===== src/hw/rtl/cfvd_pkg.sv =====
// Package for the crossfading delay line: sizes, codes and state type.
package cfvd_pkg;

   // Design sizes.
   localparam int MAX_DELAY   = 4096;
   localparam int SAMPLE_BITS = 24;

   // Derived storage sizes.
   localparam int STORE_SIZE = 2 * MAX_DELAY;
   localparam int ADDR_BITS  = (STORE_SIZE > 1) ? $clog2(STORE_SIZE) : 1;
   localparam int IDX_BITS   = ADDR_BITS + 1;
   localparam int DELAY_BITS = $clog2(MAX_DELAY + 1);

   // Field widths fixed by the channel format.
   localparam int REQ_DELAY_BITS = 13;
   localparam int FADE_BITS      = 16;

   // Mix ratio in unsigned Q0.16, one extra bit so that 1.0 fits.
   localparam int RATIO_BITS = 17;
   localparam logic [RATIO_BITS-1:0] ONE_Q16 = RATIO_BITS'(65536);
   localparam int ROUND_HALF = 32768;
   localparam int FRAC_BITS  = 16;

   // Shared multiplier operand widths: a holds a tap difference or the ratio.
   localparam int MUL_A_BITS = (SAMPLE_BITS + 1 > RATIO_BITS + 1) ?
                               SAMPLE_BITS + 1 : RATIO_BITS + 1;
   localparam int MUL_B_BITS = RATIO_BITS + 1;
   localparam int PROD_BITS  = MUL_A_BITS + MUL_B_BITS;

   // Divider iteration count, one quotient bit a step.
   localparam int DIV_STEPS    = RATIO_BITS;
   localparam int DIV_CNT_BITS = $clog2(DIV_STEPS + 1);

   // Request codes.
   localparam logic REQ_SAMPLE    = 1'b0;
   localparam logic REQ_SET_DELAY = 1'b1;

   // Crossfade kinds.
   localparam logic KIND_LINEAR = 1'b0;
   localparam logic KIND_SQUARE = 1'b1;

   // Sequencer states.
   typedef enum logic [3:0] {
      ST_IDLE,
      ST_WRITE,
      ST_RD_NEW,
      ST_RD_OLD,
      ST_MUL_SQ,
      ST_WEIGHT,
      ST_MUL_MIX,
      ST_FINISH,
      ST_SETUP,
      ST_DIV
   } state_type;

endpackage


===== src/hw/rtl/cfvd_div.sv =====
// Restoring divider producing one quotient bit per cycle for the ratio step.
module cfvd_div import cfvd_pkg::*; (
   input  logic                  clock,
   input  logic                  reset,
   input  logic                  start,
   input  logic [RATIO_BITS-1:0] dividend,
   input  logic [FADE_BITS-1:0]  divisor,
   output logic                  done,
   output logic [RATIO_BITS-1:0] quotient
);

   logic                    busy_ff, busy_in;
   logic                    done_ff, done_in;
   logic [DIV_CNT_BITS-1:0] cnt_ff, cnt_in;
   logic [FADE_BITS-1:0]    rem_ff, rem_in;
   logic [RATIO_BITS-1:0]   quo_ff, quo_in;
   logic [FADE_BITS-1:0]    div_ff, div_in;
   logic [FADE_BITS:0]      trial;

   // One shift-and-subtract step per cycle.
   always_comb begin
      busy_in = busy_ff;
      done_in = 1'b0;
      cnt_in  = cnt_ff;
      rem_in  = rem_ff;
      quo_in  = quo_ff;
      div_in  = div_ff;
      trial   = {rem_ff, quo_ff[RATIO_BITS-1]};
      if (start) begin
         busy_in = 1'b1;
         cnt_in  = '0;
         rem_in  = '0;
         quo_in  = dividend;
         div_in  = divisor;
      end else if (busy_ff) begin
         if (trial >= {1'b0, div_ff}) begin
            rem_in = FADE_BITS'(trial - {1'b0, div_ff});
            quo_in = {quo_ff[RATIO_BITS-2:0], 1'b1};
         end else begin
            rem_in = trial[FADE_BITS-1:0];
            quo_in = {quo_ff[RATIO_BITS-2:0], 1'b0};
         end
         cnt_in = cnt_ff + 1'b1;
         if (cnt_ff == DIV_CNT_BITS'(DIV_STEPS - 1)) begin
            busy_in = 1'b0;
            done_in = 1'b1;
         end
      end
   end

   // Control registers are reset; the datapath is not.
   always_ff @(posedge clock) begin
      if (reset) begin
         busy_ff <= 1'b0;
         done_ff <= 1'b0;
         cnt_ff  <= '0;
      end else begin
         busy_ff <= busy_in;
         done_ff <= done_in;
         cnt_ff  <= cnt_in;
      end
      rem_ff <= rem_in;
      quo_ff <= quo_in;
      div_ff <= div_in;
   end

   assign done     = done_ff;
   assign quotient = quo_ff;

endmodule

===== config.mk =====
export PLATFORM = sky130hd
export DESIGN_NAME = cfvd_div
export DESIGN_NICKNAME = d
export VERILOG_FILES = /design/src/hw/rtl/cfvd_pkg.sv /design/src/hw/rtl/cfvd_div.sv
export SDC_FILE = /design/constraint.sdc
export NUM_CORES = 1
export LEC_CHECK = 0
export ABC_AREA = 1
export BUFFER_PORTS_ARGS = -buffer_cell sky130_fd_sc_hd__buf_2
export CAP_MARGIN = 20
export CORE_ASPECT_RATIO = 1.2
export CORE_MARGIN = 1
export CORE_UTILIZATION = 34
export DETAILED_ROUTE_END_ITERATION = 10
export SETUP_SLACK_MARGIN = 0.02
export SYNTH_ARGS = -nofsm -noshare
export SYNTH_HDL_FRONTEND = slang
export SYNTH_SLANG_ARGS = --single-unit

===== constraint.sdc =====
create_clock -name clock -period 3.9 [get_ports clock]
set_input_delay 0.78 -clock clock [delete_from_list [all_inputs] [get_ports clock]]
set_output_delay 0.78 -clock clock [all_outputs]
set_load 0.02 [all_outputs]

==> impl_metrics.csv <==
group,metric,value,unit
sta,clock-skew-final,0.00669,ns
hold_path,worstHoldStart,"rem_ff[15]$_SDFFE_PP0P_",
final_layout,fin_area,0.00391,mm²
yosys,yosysTopAreaCellShare,29.4,%
hold_path,min_path_type,"reg2reg",
route,final_antenna_net_count,0,
yosys,synthesis.nets,505,
yosys,syn_avg_cell_area,7.48,µm²
sta,setup_slack,1.57,ns
worst_setup_path,crit_required,4.10,ns
sta,finalCriticalPeriod,2.33,ns
final_layout,fill_cells,1010,
pwr,peakVddDrop,0.000261,V
cts,cts_resized,0,
yosys,synthCells,450,
sta,tightest_slew,0.862,ns
cts,path_clk_slew,0.08,ns
grt,grt_pass1_vias,2834,
worst_setup_path,crit_type,"in2reg",
hold_path,holdPathStages,2,
grt,grt.overflow.total,0,
cts,cts_buffer_depth,2,
sta,rsz0062_at_grt,"no",
worst_setup_path,cp.arrival,2.53,ns
cts,cts.sinks,56,
final_layout,ff_latch_area,0.00145,mm²
cts,postCtsSetupRepairBufs,0,
floorplan,core,0.00956,mm²
sta,final_hold_viol_count,0,
cts,htreeDepth,2,
grt,grt_max_degree,27,
worst_setup_path,reg2reg_depth,9,
final_layout,final_util,40.8,%
pwr,p_int,0.982,mW
final_layout,syn2layout_area_growth,16.1,%
sta,max_freq,429,MHz
sta,fin_setup_tns,0,ns
pwr,leakagePower,2.02,nW
route,viasPerCell,4.69,
pwr,comb_power_share,14.9,%
sta,timing.final.crit_share,59.8,%
worst_setup_path,slowest_delay,0.78,ns
final_layout,multi_input_area,0.00157,mm²
worst_setup_path,endpoint_kind,"flop",
sta,hold_slack,0.480,ns
route,drt-wirelength-per-cell,12.5,µm
yosys,synth-seq-cells,56,
floorplan,rows,39,
pwr,finalPower,1.35,mW
yosys,ys_async_sr_fraction,0,%
floorplan,die_w,92.8,µm
placement,place.gp.congestion,0.898,
cts,cts_tree,"yes",
grt,grt_use_total,16.1,%
pwr,p_sw,0.372,mW
sta,finalSetupViolations,0,
yosys,synth_top_cell_by_area,"edfxtp_1",
final_layout,fin_nets,560,
route,wl,7840,µm
placement,portBuffers,53,
route,drt_pass1_iterations,4,
cts,clk_latency,0.30,ns
final_layout,diodes,0,
outcome,status,"finished, final reports clean",
floorplan,die_height,111,µm
worst_setup_path,cp_max_fo,26,
grt,grt_pass1_wl,13100,µm
final_layout,layout-drive-gt1-share,15.6,%
worst_setup_path,worst_r2r_endpoint,"rem_ff[9]$_SDFFE_PP0P_",
worst_setup_path,critical-path-slowest-cell,"clkinv_1",
yosys,synth_area,0.00337,mm²
cts,cts-root-buf,"clkbuf_16",
pwr,netSwitchingFraction,27.5,%
worst_setup_path,rr_startpoint,"div_ff[12]$_DFFE_PP_",
pwr,clkPwrFrac,34.5,%
placement,dp.cells,620,
worst_setup_path,reg2reg_slack,1.72,ns
placement,dp_slack,1.20,ns
grt,antenna_found_initial,0,
run,drv_cap,0,
pwr,seq_power_share,50.6,%
floorplan,start_util,35.2,%
floorplan,dieArea,0.0103,mm²
yosys,synth-edff-count,33,
final_layout,stdcell_count,629,
placement,dpl.hpwl,6050,µm
pwr,powerDensity,347,mW/mm²
worst_setup_path,critPathLaunchType,"primary input",
hold_path,hold_end,"rem_ff[15]$_SDFFE_PP0P_",
yosys,synth_cell_type_count,36,
floorplan,io-pin-count,54,
yosys,yosys_warnings,0,
yosys,yosysSeqAreaShare,43.1,%
worst_setup_path,crit_chain,"buf_2 > nor2_2 > clkinv_1 > o21ai_0",
route,first_iter_violations,181,
route,drc_errors,0,
yosys,synth.area.top_cells,"edfxtp_1 29%, nand2_1 19%, dfxtp_1 14%",
cts,numCtsBuffers,5,
sta,slew_violations,0,
cts,ctsHoldBuffers,0,
route,vias,2953,
sta,slew_headroom,42.2,%
yosys,synth_ff_type,"edfxtp_1",
placement,place_area,0.00374,mm²
-- kinds of logic after synthesis --
group	after synthesis	synth area share, %
DFF	56	43.1
adders and majority gates	19	7.29
AOI/OAI and AO/OA	25	4.31
and+or+nand+nor	258	33.3
buffers and inverters	85	10.1
xor gates and xnor gates	7	1.82
-- critical path, delay by kind of cell --
family / cells / cell delay [ns]
and+or+nand+nor: 1 / 0.32
AOI/OAI and AO/OA: 1 / 0.43
buffers and inverters: 2 / 0.99
-- how the worst max path moves through the flow --
stage / start / to / slack (ns)
after floorplan: start / quotient[0]$_DFFE_PP_ / 1.94
after global placement: start / quotient[4]$_DFFE_PP_ / 1.33
after detailed placement: start / rem_ff[2]$_SDFFE_PP0P_ / 1.20
after CTS: start / rem_ff[2]$_SDFFE_PP0P_ / 1.49
after global routing: start / rem_ff[2]$_SDFFE_PP0P_ / 1.31
final: start / rem_ff[2]$_SDFFE_PP0P_ / 1.57
-- cells in the final DEF (no fill, tap or decap), types with 2 or more instances in the layout --
cell type | netlist | final
nand3_1 | 37 | 37
clkbuf_16 | 0 | 5
o21bai_1 | 2 | 2
nand3b_1 | 7 | 7
inv_2 | 2 | 2
o21ai_1 | 2 | 2
nor3_1 | 5 | 5
nand4_1 | 5 | 5
nor2_1 | 21 | 21
nand2_4 | 2 | 2
nor2_2 | 4 | 4
a21oi_1 | 9 | 9
edfxtp_1 | 33 | 33
xnor2_1 | 6 | 6
nand2_1 | 169 | 169
nand3_2 | 3 | 3
o21ai_2 | 2 | 2
buf_2 | 2 | 53
o21ai_0 | 7 | 7
dfxtp_1 | 23 | 23
ha_1 | 18 | 18
inv_1 | 74 | 74
clkinv_1 | 2 | 2
-- registers in the layout, indices dropped and copies added, names as in the netlist --
signal	flops
quotient	17
div_ff	16
rem_ff	16
cnt_ff	5
busy_ff	1
done	1
-- power by group through the flow --
stage               combinational (mW)  clock [mW]  sequential, mW
finish                           0.201       0.467           0.685
global route                     0.225       0.503           0.689
CTS                              0.202       0.477           0.686
detailed placement               0.201           0           0.698
global placement                 0.196           0           0.699
floorplan                        0.109           0           0.717
-- per-layer routing --
layer | routed length, µm | up-vias | part of all wire, % | GRT usage, %
met5 | 0 | - | 0 | 0
met4 | 160 | 0 | 2.0 | 6.56
met3 | 406 | 12 | 5.2 | 3.16
met2 | 3730 | 95 | 48 | 27.0
met1 | 3540 | 1309 | 45 | 20.2
li1 | - | 1537 | - | -
-- final cells by class --
| cell class | count | share of cell area, % |
|---|---|---|
| multi-input cells | 309 | 40.3 |
| flip-flops and latches | 56 | 37.2 |
| inverters | 78 | 7.50 |
| repair buffers | 55 | 7.27 |
| well taps | 123 | 3.94 |
| clock buffers | 5 | 3.20 |
| clock inverters | 3 | 0.641 |
-- Yosys cell counts, types with 3 or more instances --
cell type	count
nand2_1	169
inv_1	74
nand3_1	37
edfxtp_1	33
dfxtp_1	23
nor2_1	21
ha_1	18
a21oi_1	9
nand3b_1	7
o21ai_0	7
xnor2_1	6
nand4_1	5
nor3_1	5
nor2_2	4
nand3_2	3
(Power assumes the default switching activity.)
