--- src/hw/rtl/cfvd_pkg.sv ---
// Package for the crossfading delay line: sizes, codes and state type.
package cfvd_pkg;

   // Design sizes.
   localparam int MAX_DELAY   = 4096;
   localparam int SAMPLE_BITS = 24;

   // Derived storage sizes.
   localparam int STORE_SIZE = 2 * MAX_DELAY;
   localparam int ADDR_BITS  = (STORE_SIZE > 1) ? $clog2(STORE_SIZE) : 1;
   localparam int IDX_BITS   = ADDR_BITS + 1;
   localparam int DELAY_BITS = $clog2(MAX_DELAY + 1);

   // Field widths fixed by the channel format.
   localparam int REQ_DELAY_BITS = 13;
   localparam int FADE_BITS      = 16;

   // Mix ratio in unsigned Q0.16, one extra bit so that 1.0 fits.
   localparam int RATIO_BITS = 17;
   localparam logic [RATIO_BITS-1:0] ONE_Q16 = RATIO_BITS'(65536);
   localparam int ROUND_HALF = 32768;
   localparam int FRAC_BITS  = 16;

   // Shared multiplier operand widths: a holds a tap difference or the ratio.
   localparam int MUL_A_BITS = (SAMPLE_BITS + 1 > RATIO_BITS + 1) ?
                               SAMPLE_BITS + 1 : RATIO_BITS + 1;
   localparam int MUL_B_BITS = RATIO_BITS + 1;
   localparam int PROD_BITS  = MUL_A_BITS + MUL_B_BITS;

   // Divider iteration count, one quotient bit a step.
   localparam int DIV_STEPS    = RATIO_BITS;
   localparam int DIV_CNT_BITS = $clog2(DIV_STEPS + 1);

   // Request codes.
   localparam logic REQ_SAMPLE    = 1'b0;
   localparam logic REQ_SET_DELAY = 1'b1;

   // Crossfade kinds.
   localparam logic KIND_LINEAR = 1'b0;
   localparam logic KIND_SQUARE = 1'b1;

   // Sequencer states.
   typedef enum logic [3:0] {
      ST_IDLE,
      ST_WRITE,
      ST_RD_NEW,
      ST_RD_OLD,
      ST_MUL_SQ,
      ST_WEIGHT,
      ST_MUL_MIX,
      ST_FINISH,
      ST_SETUP,
      ST_DIV
   } state_type;

endpackage

--- src/hw/rtl/cfvd_mul.sv ---
// Shared signed multiplier with a registered product.
module cfvd_mul import cfvd_pkg::*; (
   input  logic                        clock,
   input  logic signed [MUL_A_BITS-1:0] op_a,
   input  logic signed [MUL_B_BITS-1:0] op_b,
   output logic signed [PROD_BITS-1:0]  prod
);

   logic signed [PROD_BITS-1:0] prod_ff;

   // One product per cycle, registered before use.
   always_ff @(posedge clock) begin
      prod_ff <= PROD_BITS'(op_a) * PROD_BITS'(op_b);
   end

   assign prod = prod_ff;

endmodule

--- config.mk ---
export PLATFORM = sky130hd
export DESIGN_NAME = cfvd_mul
export DESIGN_NICKNAME = d
export VERILOG_FILES = /design/src/hw/rtl/cfvd_pkg.sv /design/src/hw/rtl/cfvd_mul.sv
export SDC_FILE = /design/constraint.sdc
export NUM_CORES = 1
export LEC_CHECK = 0
export BUFFER_PORTS_ARGS = -buffer_cell sky130_fd_sc_hd__buf_2
export CAP_MARGIN = 20
export CORE_MARGIN = 5
export CORE_UTILIZATION = 30
export CTS_BUF_LIST = sky130_fd_sc_hd__clkbuf_2 sky130_fd_sc_hd__clkbuf_4 sky130_fd_sc_hd__clkbuf_8
export DETAILED_ROUTE_END_ITERATION = 8
export SYNTH_ARGS = -nofsm -noshare
export SYNTH_HDL_FRONTEND = slang
export SYNTH_SLANG_ARGS = --single-unit
--- constraint.sdc ---
create_clock -name clock -period 9.5 [get_ports clock]
set_clock_uncertainty 0.05 [all_clocks]
set_input_delay 2.375 -clock clock [delete_from_list [all_inputs] [get_ports clock]]
set_output_delay 2.375 -clock clock [all_outputs]
set_load 0.01 [all_outputs]
==> flow_metrics.env, run 1 <==
export IMPL_hold_class="in2reg"
export IMPL_arrival_ps=9020
export IMPL_end_kind="flip-flop"
export IMPL_synth_avg_cell_area_sq_um=9.05
export IMPL_place_gp_congestion=0.849
export IMPL_clock_fmax_mhz=114
export IMPL_synthTopCellsByCount="inv_1 (515), fa_1 (441), nand2_1 (277), and2_1 (167), ha_1 (107)"
export IMPL_grt_pass1_vias=13300
export IMPL_maxCapViolCount=0
export IMPL_syn_instance_count=1863
export IMPL_cp_start_kind="input port"
export IMPL_synth_cell_types=49
export IMPL_crit_fanout=8
export IMPL_cts_hold_buffers_added=0
export IMPL_ys_warnings_count=0
export IMPL_worst_pin_slew_ps=747
export IMPL_grtUsageTotal_pct=14.5
export IMPL_drt_iter0_markers=619
export IMPL_top_level_ports=87
export IMPL_die_h_um=247
export IMPL_path_delay_family="adder cells"
export IMPL_crit_required_ps=9750
export IMPL_synth_most_common_cell="inv_1"
export IMPL_drive_gt1_share_pct=6.11
export IMPL_mappedNetlistArea_sq_um=16900
export IMPL_cp_common_cell="fa_1"
export IMPL_routed_via_density=4.55
export IMPL_wl_per_cell_um=16.0
export IMPL_yosysSeqAreaShare_pct=5.10
export IMPL_antenna_found_initial=8
export IMPL_post_cts_buffers=0
export IMPL_path_clk_slew_ps=110
export IMPL_cts_root_buf="clkbuf_8"
export IMPL_coreArea_sq_um=56100
export IMPL_initial_utilization_pct=30.1
export IMPL_slew_headroom_pct=48.9
export IMPL_largest_reg_flops=43
export IMPL_cts_buffer_depth=2
export IMPL_period_minus_slack_ps=8770
export IMPL_routed_wirelength_um=42600
export IMPL_synth_edf_count=0
export IMPL_synth_top_area_cell="fa_1"
export IMPL_rows=87
export IMPL_dieArea_sq_um=61100
export IMPL_synth_top_area_share_pct=52.3
export IMPL_num_vias=12100
export IMPL_outcome="finished, final reports clean"
export IMPL_hold_viol_final=0
export IMPL_hold_path_end="prod[0]$_DFF_P_"
export IMPL_synthTopCellsByArea="fa_1 (52%), inv_1 (11%), ha_1 (7.9%)"
export IMPL_cts_tree="yes"
export IMPL_layout_worst_path_cycle_share_pct=92.3
export IMPL_grt_max_degree=26
export IMPL_critPathSlowestCell="fa_1"
export IMPL_rsz0062_at_grt="false"
export IMPL_post_cts_resized=0
export IMPL_area_growth_pct=8.09
export IMPL_synth_nets=2455
export IMPL_fin_nets=2491
export IMPL_critical_path_class="in2reg"
export IMPL_critical_path_buf_inv_count=6
export IMPL_holdWs_ps=2520
export IMPL_global_route_overflow_total=0
export IMPL_postPlaceCellArea_sq_um=18100
export IMPL_drt_pass1_iterations=8
export IMPL_path_cells="buf_2, inv_1, buf_4, buf_4, nor2_1, fa_1, fa_1, fa_1, fa_1, fa_1, inv_1, fa_1, inv_1, ha_1, nand2_1, nor3_1, and4_1, a31o_1, o31ai_4, o311ai_1, a2111oi_1, a311oi_1"
export IMPL_io_buffers=86
export IMPL_hp_start="op_b[0]"
export IMPL_dp_hpwl_um=36500
export IMPL_die_x_um=247
export IMPL_synth_seq_cells=43
export IMPL_cts_buffers=5
export IMPL_setup_violations=0
export IMPL_setup_tns_ps=0
export IMPL_critPathMaxStageDelay_ps=540
export IMPL_maxSlewViolCount=0
export IMPL_ant_nets=0
export IMPL_async_flop_share_pct=0
export IMPL_htreeDepth=2
export IMPL_design_area_sq_um=18200
export IMPL_route_detailed_drc=0
export IMPL_min_path_cells=2
export IMPL_synth_flop_cell="dfxtp_1"
export IMPL_grt_pass1_wl_um=69900
export IMPL_clock_sinks=43
==> kinds of logic after synthesis <==
logic type               after synthesis  share of synthesized area [%]
flip-flops                            43                           5.10
XOR/XNOR                              35                           1.82
AND/OR/NAND/NOR                      529                           14.8
buffers and inverters                586                           13.0
AO/OA/AOI/OAI                        122                           4.99
adder cells (fa/ha/maj)              548                           60.3
==> per-stage QoR <==
stage               std cells  util, %  setup WS (ps)
floorplan                1863        -           1310
global placement         2648     32.3            321
detailed placement       2648     32.3            297
CTS                      2656     32.5            703
global route             2657     32.5            277
finish                   2661     32.5            732
==> how the worst max path moves through the flow <==
stage | slack [ps] | from | end | cells after the start
after global placement | 320 | op_b[17] | prod[42]$_DFF_P_ | 22
final | 730 | op_b[17] | prod[42]$_DFF_P_ | 22
after floorplan | 1310 | op_a[9] | prod[42]$_DFF_P_ | 21
after CTS | 700 | op_b[17] | prod[42]$_DFF_P_ | 22
after detailed placement | 300 | op_b[17] | prod[42]$_DFF_P_ | 22
after global routing | 280 | op_b[3] | prod[42]$_DFF_P_ | 22
==> cell type report <==
type,count,area (sq um)
sequential,43,861
fill,5827,37800
inverter,515,1930
clock inverter,2,60.1
antenna,5,12.5
timing repair buffer,100,536
tap,756,946
clock buffer,6,76.3
multi-input combinational,1234,13800
==> cells in the final DEF, fill, tap and decap left out, types with 3 or more instances in the layout <==
master | Yosys | routed
nor2b_1 | 6 | 6
nand3_1 | 5 | 5
a21oi_1 | 31 | 31
buf_4 | 0 | 14
o211ai_1 | 3 | 3
xnor2_1 | 31 | 31
nand4_1 | 4 | 4
nand2b_1 | 11 | 11
a211oi_1 | 7 | 7
fa_1 | 441 | 441
nand2_1 | 277 | 277
clkbuf_8 | 0 | 5
o21bai_1 | 5 | 5
buf_2 | 0 | 86
a21boi_0 | 3 | 3
ha_1 | 107 | 107
o311ai_1 | 4 | 4
inv_1 | 515 | 515
a21o_1 | 11 | 11
nor2_1 | 46 | 46
diode_2 | 0 | 5
nor3_1 | 7 | 7
a31oi_1 | 5 | 5
o21a_1 | 6 | 6
xor2_1 | 4 | 4
o21ai_0 | 22 | 22
dfxtp_1 | 43 | 43
and2_1 | 167 | 167
==> layer usage <==
layer / part of all wire, % / GRT usage [%] / vias to the layer above / wire length, um
met1: 40 / 17.9 / 6331 / 16800
met2: 53 / 26.3 / 308 / 22500
met3: 5.2 / 2.31 / 58 / 2210
met4: 2.4 / 3.99 / 2 / 1010
met5: 0.016 / 0 / - / 7
li1: - / - / 5414 / -
Power of run 1 is left out: the tool's default activity adds up to more than one toggle a clock period on the data nets, which glitch-free logic cannot reach.
==> run 2: changes to the inputs <==
CORE_MARGIN = 10   (was 5)
TNS_END_PERCENT = 5   (was default)
==> flow_metrics.env, run 2 (synthesis results as in run 1) <==
export IMPL_outcome="finished, final reports clean"
export IMPL_path_clk_slew_ps=110
export IMPL_io_buffers=86
export IMPL_cts_hold_buffers_added=0
export IMPL_grtUsageTotal_pct=13.4
export IMPL_hold_class="in2reg"
export IMPL_routed_via_density=4.55
export IMPL_cts_root_buf="clkbuf_8"
export IMPL_place_gp_congestion=0.828
export IMPL_slew_headroom_pct=43.4
export IMPL_top_level_ports=87
export IMPL_setup_violations=0
export IMPL_worst_pin_slew_ps=827
export IMPL_clock_sinks=43
export IMPL_crit_required_ps=9750
export IMPL_arrival_ps=9070
export IMPL_fin_nets=2491
export IMPL_global_route_overflow_total=0
export IMPL_drive_gt1_share_pct=6.11
export IMPL_maxCapViolCount=0
export IMPL_rows=86
export IMPL_grt_max_degree=26
export IMPL_route_detailed_drc=0
export IMPL_coreArea_sq_um=55400
export IMPL_layout_worst_path_cycle_share_pct=92.9
export IMPL_rsz0062_at_grt="false"
export IMPL_period_minus_slack_ps=8820
export IMPL_setup_tns_ps=0
export IMPL_wl_per_cell_um=16.2
export IMPL_cp_start_kind="input port"
export IMPL_initial_utilization_pct=30.4
export IMPL_mostFrequentLayoutCell="inv_1"
export IMPL_maxSlewViolCount=0
export IMPL_cts_buffer_depth=2
export IMPL_crit_end="prod[42]$_DFF_P_"
export IMPL_antenna_found_initial=7
export IMPL_grt_pass1_vias=13200
export IMPL_crit_fanout=16
export IMPL_grt_pass1_wl_um=70600
export IMPL_post_cts_buffers=0
export IMPL_final_cell_mix="inv_1 (515), fa_1 (441), nand2_1 (277)"
export IMPL_htreeDepth=2
export IMPL_num_vias=12000
export IMPL_area_growth_pct=7.69
export IMPL_clock_fmax_mhz=113
export IMPL_dp_hpwl_um=36700
export IMPL_cts_buffers=5
export IMPL_die_x_um=257
export IMPL_largest_reg_flops=43
export IMPL_cts_tree="yes"
export IMPL_drt_pass1_iterations=4
export IMPL_ant_nets=0
export IMPL_startpoint="op_b[6]"
export IMPL_critical_path_class="in2reg"
export IMPL_hold_viol_final=0
export IMPL_drt_iter0_markers=534
export IMPL_post_cts_resized=0
export IMPL_die_h_um=257
export IMPL_routed_wirelength_um=42800
export IMPL_end_kind="flip-flop"
export IMPL_dieArea_sq_um=66100
run 2: worst max-delay path: stages:
cell and delay (ps):
buf_2 390, buf_4 300, nand2_1 100, fa_1 550
inv_1 50, fa_1 480, inv_1 50, fa_1 490
inv_1 50, fa_1 550, fa_1 510, inv_1 50
fa_1 470, inv_1 40, ha_1 410, nand2_1 110
nor3_1 550, and4_1 300, a31o_1 320, o31ai_4 170
o311ai_1 350, a2111oi_1 140, a311oi_1 240
run 2: worst min path at each step:
stage	startpoint	end	slack, ps	cells past startpoint
floorplan	op_b[0]	prod[0]$_DFF_P_	2450	1
global placement	prod[13]$_DFF_P_	prod[13]	2730	1
detailed placement	prod[37]$_DFF_P_	prod[37]	2730	1
CTS	op_b[0]	prod[0]$_DFF_P_	2420	2
global route	op_b[0]	prod[0]$_DFF_P_	2480	2
finish	op_b[0]	prod[0]$_DFF_P_	2470	2
run 2: metrics by stage:
stage / setup WS [ps] / cells / utilization, % / cell area (sq um) / hold WS, ps
2_1_floorplan: 1310 / 1863 / - / 16900 / 2450
3_3_place_gp: 309 / 2640 / 32.6 / 18100 / 2730
3_5_place_dp: 274 / 2640 / 32.6 / 18100 / 2730
4_1_cts: 685 / 2648 / 32.8 / 18200 / 2420
5_1_grt: 256 / 2649 / 32.8 / 18200 / 2480
6_report: 678 / 2649 / 32.8 / 18200 / 2470
run 2: routing by layer:
metal  track usage [%]  vias to the layer above  wire (um)
met4              2.76                        8        576
met5                 0                        -         45
li1                  -                     5422          -
met1              16.1                     6304      17100
met2              24.8                      275      23100
met3              2.17                       40       2020
run 2: area by class of cell:
| class | count | area, sq um |
|---|---|---|
| antenna | 1 | 2.50 |
| clock buffer | 5 | 68.8 |
| clock inverter | 3 | 20.0 |
| fill | 5748 | 37300 |
| inverter | 515 | 1930 |
| multi-input combinational | 1234 | 13800 |
| sequential | 43 | 861 |
| tap | 748 | 936 |
| timing repair buffer | 100 | 536 |
Power of run 2 is left out for the same reason.
==> run 3: changes to the inputs <==
CORE_ASPECT_RATIO = 0.9   (was default)
==> flow_metrics.env, run 3 (synthesis results as in run 1) <==
export IMPL_critPathMaxStageDelay_ps=610
export IMPL_clock_fmax_mhz=113
export IMPL_drive_gt1_share_pct=6.06
export IMPL_clock_sinks=43
export IMPL_dieArea_sq_um=66100
export IMPL_drt_iter0_markers=554
export IMPL_cts_hold_buffers_added=0
export IMPL_cp_common_cell="fa_1"
export IMPL_maxSlewViolCount=0
export IMPL_post_cts_resized=0
export IMPL_die_x_um=270
export IMPL_grt_pass1_wl_um=70700
export IMPL_crit_fanout=25
export IMPL_rows=82
export IMPL_path_clk_slew_ps=100
export IMPL_htreeDepth=2
export IMPL_largest_reg_flops=43
export IMPL_hold_class="in2reg"
export IMPL_worst_pin_slew_ps=928
export IMPL_cts_buffers=5
export IMPL_period_minus_slack_ps=8870
export IMPL_rsz0062_at_grt="false"
export IMPL_route_detailed_drc=0
export IMPL_setup_tns_ps=0
export IMPL_cts_root_buf="clkbuf_8"
export IMPL_hold_viol_final=0
export IMPL_maxUsedRoutingLayer="met5"
export IMPL_final_cell_mix="inv_1 (515), fa_1 (441), nand2_1 (277)"
export IMPL_global_route_overflow_total=0
export IMPL_initial_utilization_pct=30.3
export IMPL_num_vias=12000
export IMPL_grtUsageTotal_pct=13.4
export IMPL_wl_per_cell_um=16.0
export IMPL_met3_length_um=2690
export IMPL_critical_path_class="in2reg"
export IMPL_grt_max_degree=26
export IMPL_fin_nets=2490
export IMPL_coreArea_sq_um=55700
export IMPL_routed_wirelength_um=42500
export IMPL_die_h_um=245
export IMPL_slew_headroom_pct=37.5
export IMPL_place_gp_congestion=0.858
export IMPL_arrival_ps=9130
export IMPL_routed_via_density=4.50
export IMPL_setup_violations=0
export IMPL_top_level_ports=87
export IMPL_ant_nets=0
export IMPL_crit_required_ps=9760
export IMPL_outcome="finished, final reports clean"
export IMPL_nFillCells=5774
export IMPL_path_cells="buf_2, nand2_1, inv_1, fa_1, inv_1, fa_1, fa_1, inv_1, fa_1, fa_1, inv_1, fa_1, inv_1, ha_1, nand2_1, nor3_1, and4_1, a31o_1, o31ai_4, o311ai_1, a2111oi_1, a311oi_1"
export IMPL_io_buffers=86
export IMPL_antenna_found_initial=9
export IMPL_area_growth_pct=7.74
export IMPL_cts_buffer_depth=2
export IMPL_grt_pass1_vias=13100
export IMPL_maxCapViolCount=0
export IMPL_end_kind="flip-flop"
export IMPL_cts_tree="yes"
export IMPL_dr_wl_met2_um=21200
export IMPL_wl_met1_um=17900
export IMPL_dp_hpwl_um=36700
export IMPL_post_cts_buffers=0
export IMPL_cp_start_kind="input port"
export IMPL_path_delay_family="adder cells"
export IMPL_drt_pass1_iterations=5
export IMPL_critical_path_buf_inv_count=6
export IMPL_critPathSlowestCell="nor3_1"
export IMPL_mostFrequentLayoutCell="inv_1"
export IMPL_layout_worst_path_cycle_share_pct=93.4
==> run 3: cell types whose count changed in the layout (fill, tap and decap cells not counted) <==
cell	delta
buf_4	-1
diode_2	+3
==> run 3: routing by layer <==
layer,up-vias,GRT usage (%)
met4,10,3.25
li1,5411,-
met5,-,0
met3,48,2.68
met2,328,22.9
met1,6163,17.3
==> run 3: layout make-up <==
type / count / area [sq um] / area share, %
Timing Repair Buffer: 99 / 528 / 2.91
Inverter: 515 / 1930 / 10.6
Clock inverter: 3 / 20.0 / 0.110
Clock buffer: 5 / 68.8 / 0.379
Antenna cell: 4 / 10.0 / 0.0551
Tap cell: 756 / 946 / 5.20
Sequential cell: 43 / 861 / 4.74
Multi-Input combinational cell: 1234 / 13800 / 76.0
==> run 3: worst paths after layout <==
kind | startpoint | slack [ps] | depth (start not counted) | to
worst max-delay path | op_b[3] | 630 | 22 | prod[42]$_DFF_P_
worst min-delay path | op_b[0] | 2450 | 2 | prod[0]$_DFF_P_
==> run 3: through the flow <==
stage                     cells  util, %  hold WS [ps]  worst slack (ps)  area (sq um)
final                      2659     32.6          2450               630         18200
after detailed placement   2647     32.4          2730               295         18100
after global routing       2659     32.6          2470               169         18200
after floorplan            1863        -          2450              1310         16900
after global placement     2647     32.4          2730               314         18100
after CTS                  2655     32.6          2420               694         18200
Power of run 3 is left out for the same reason.
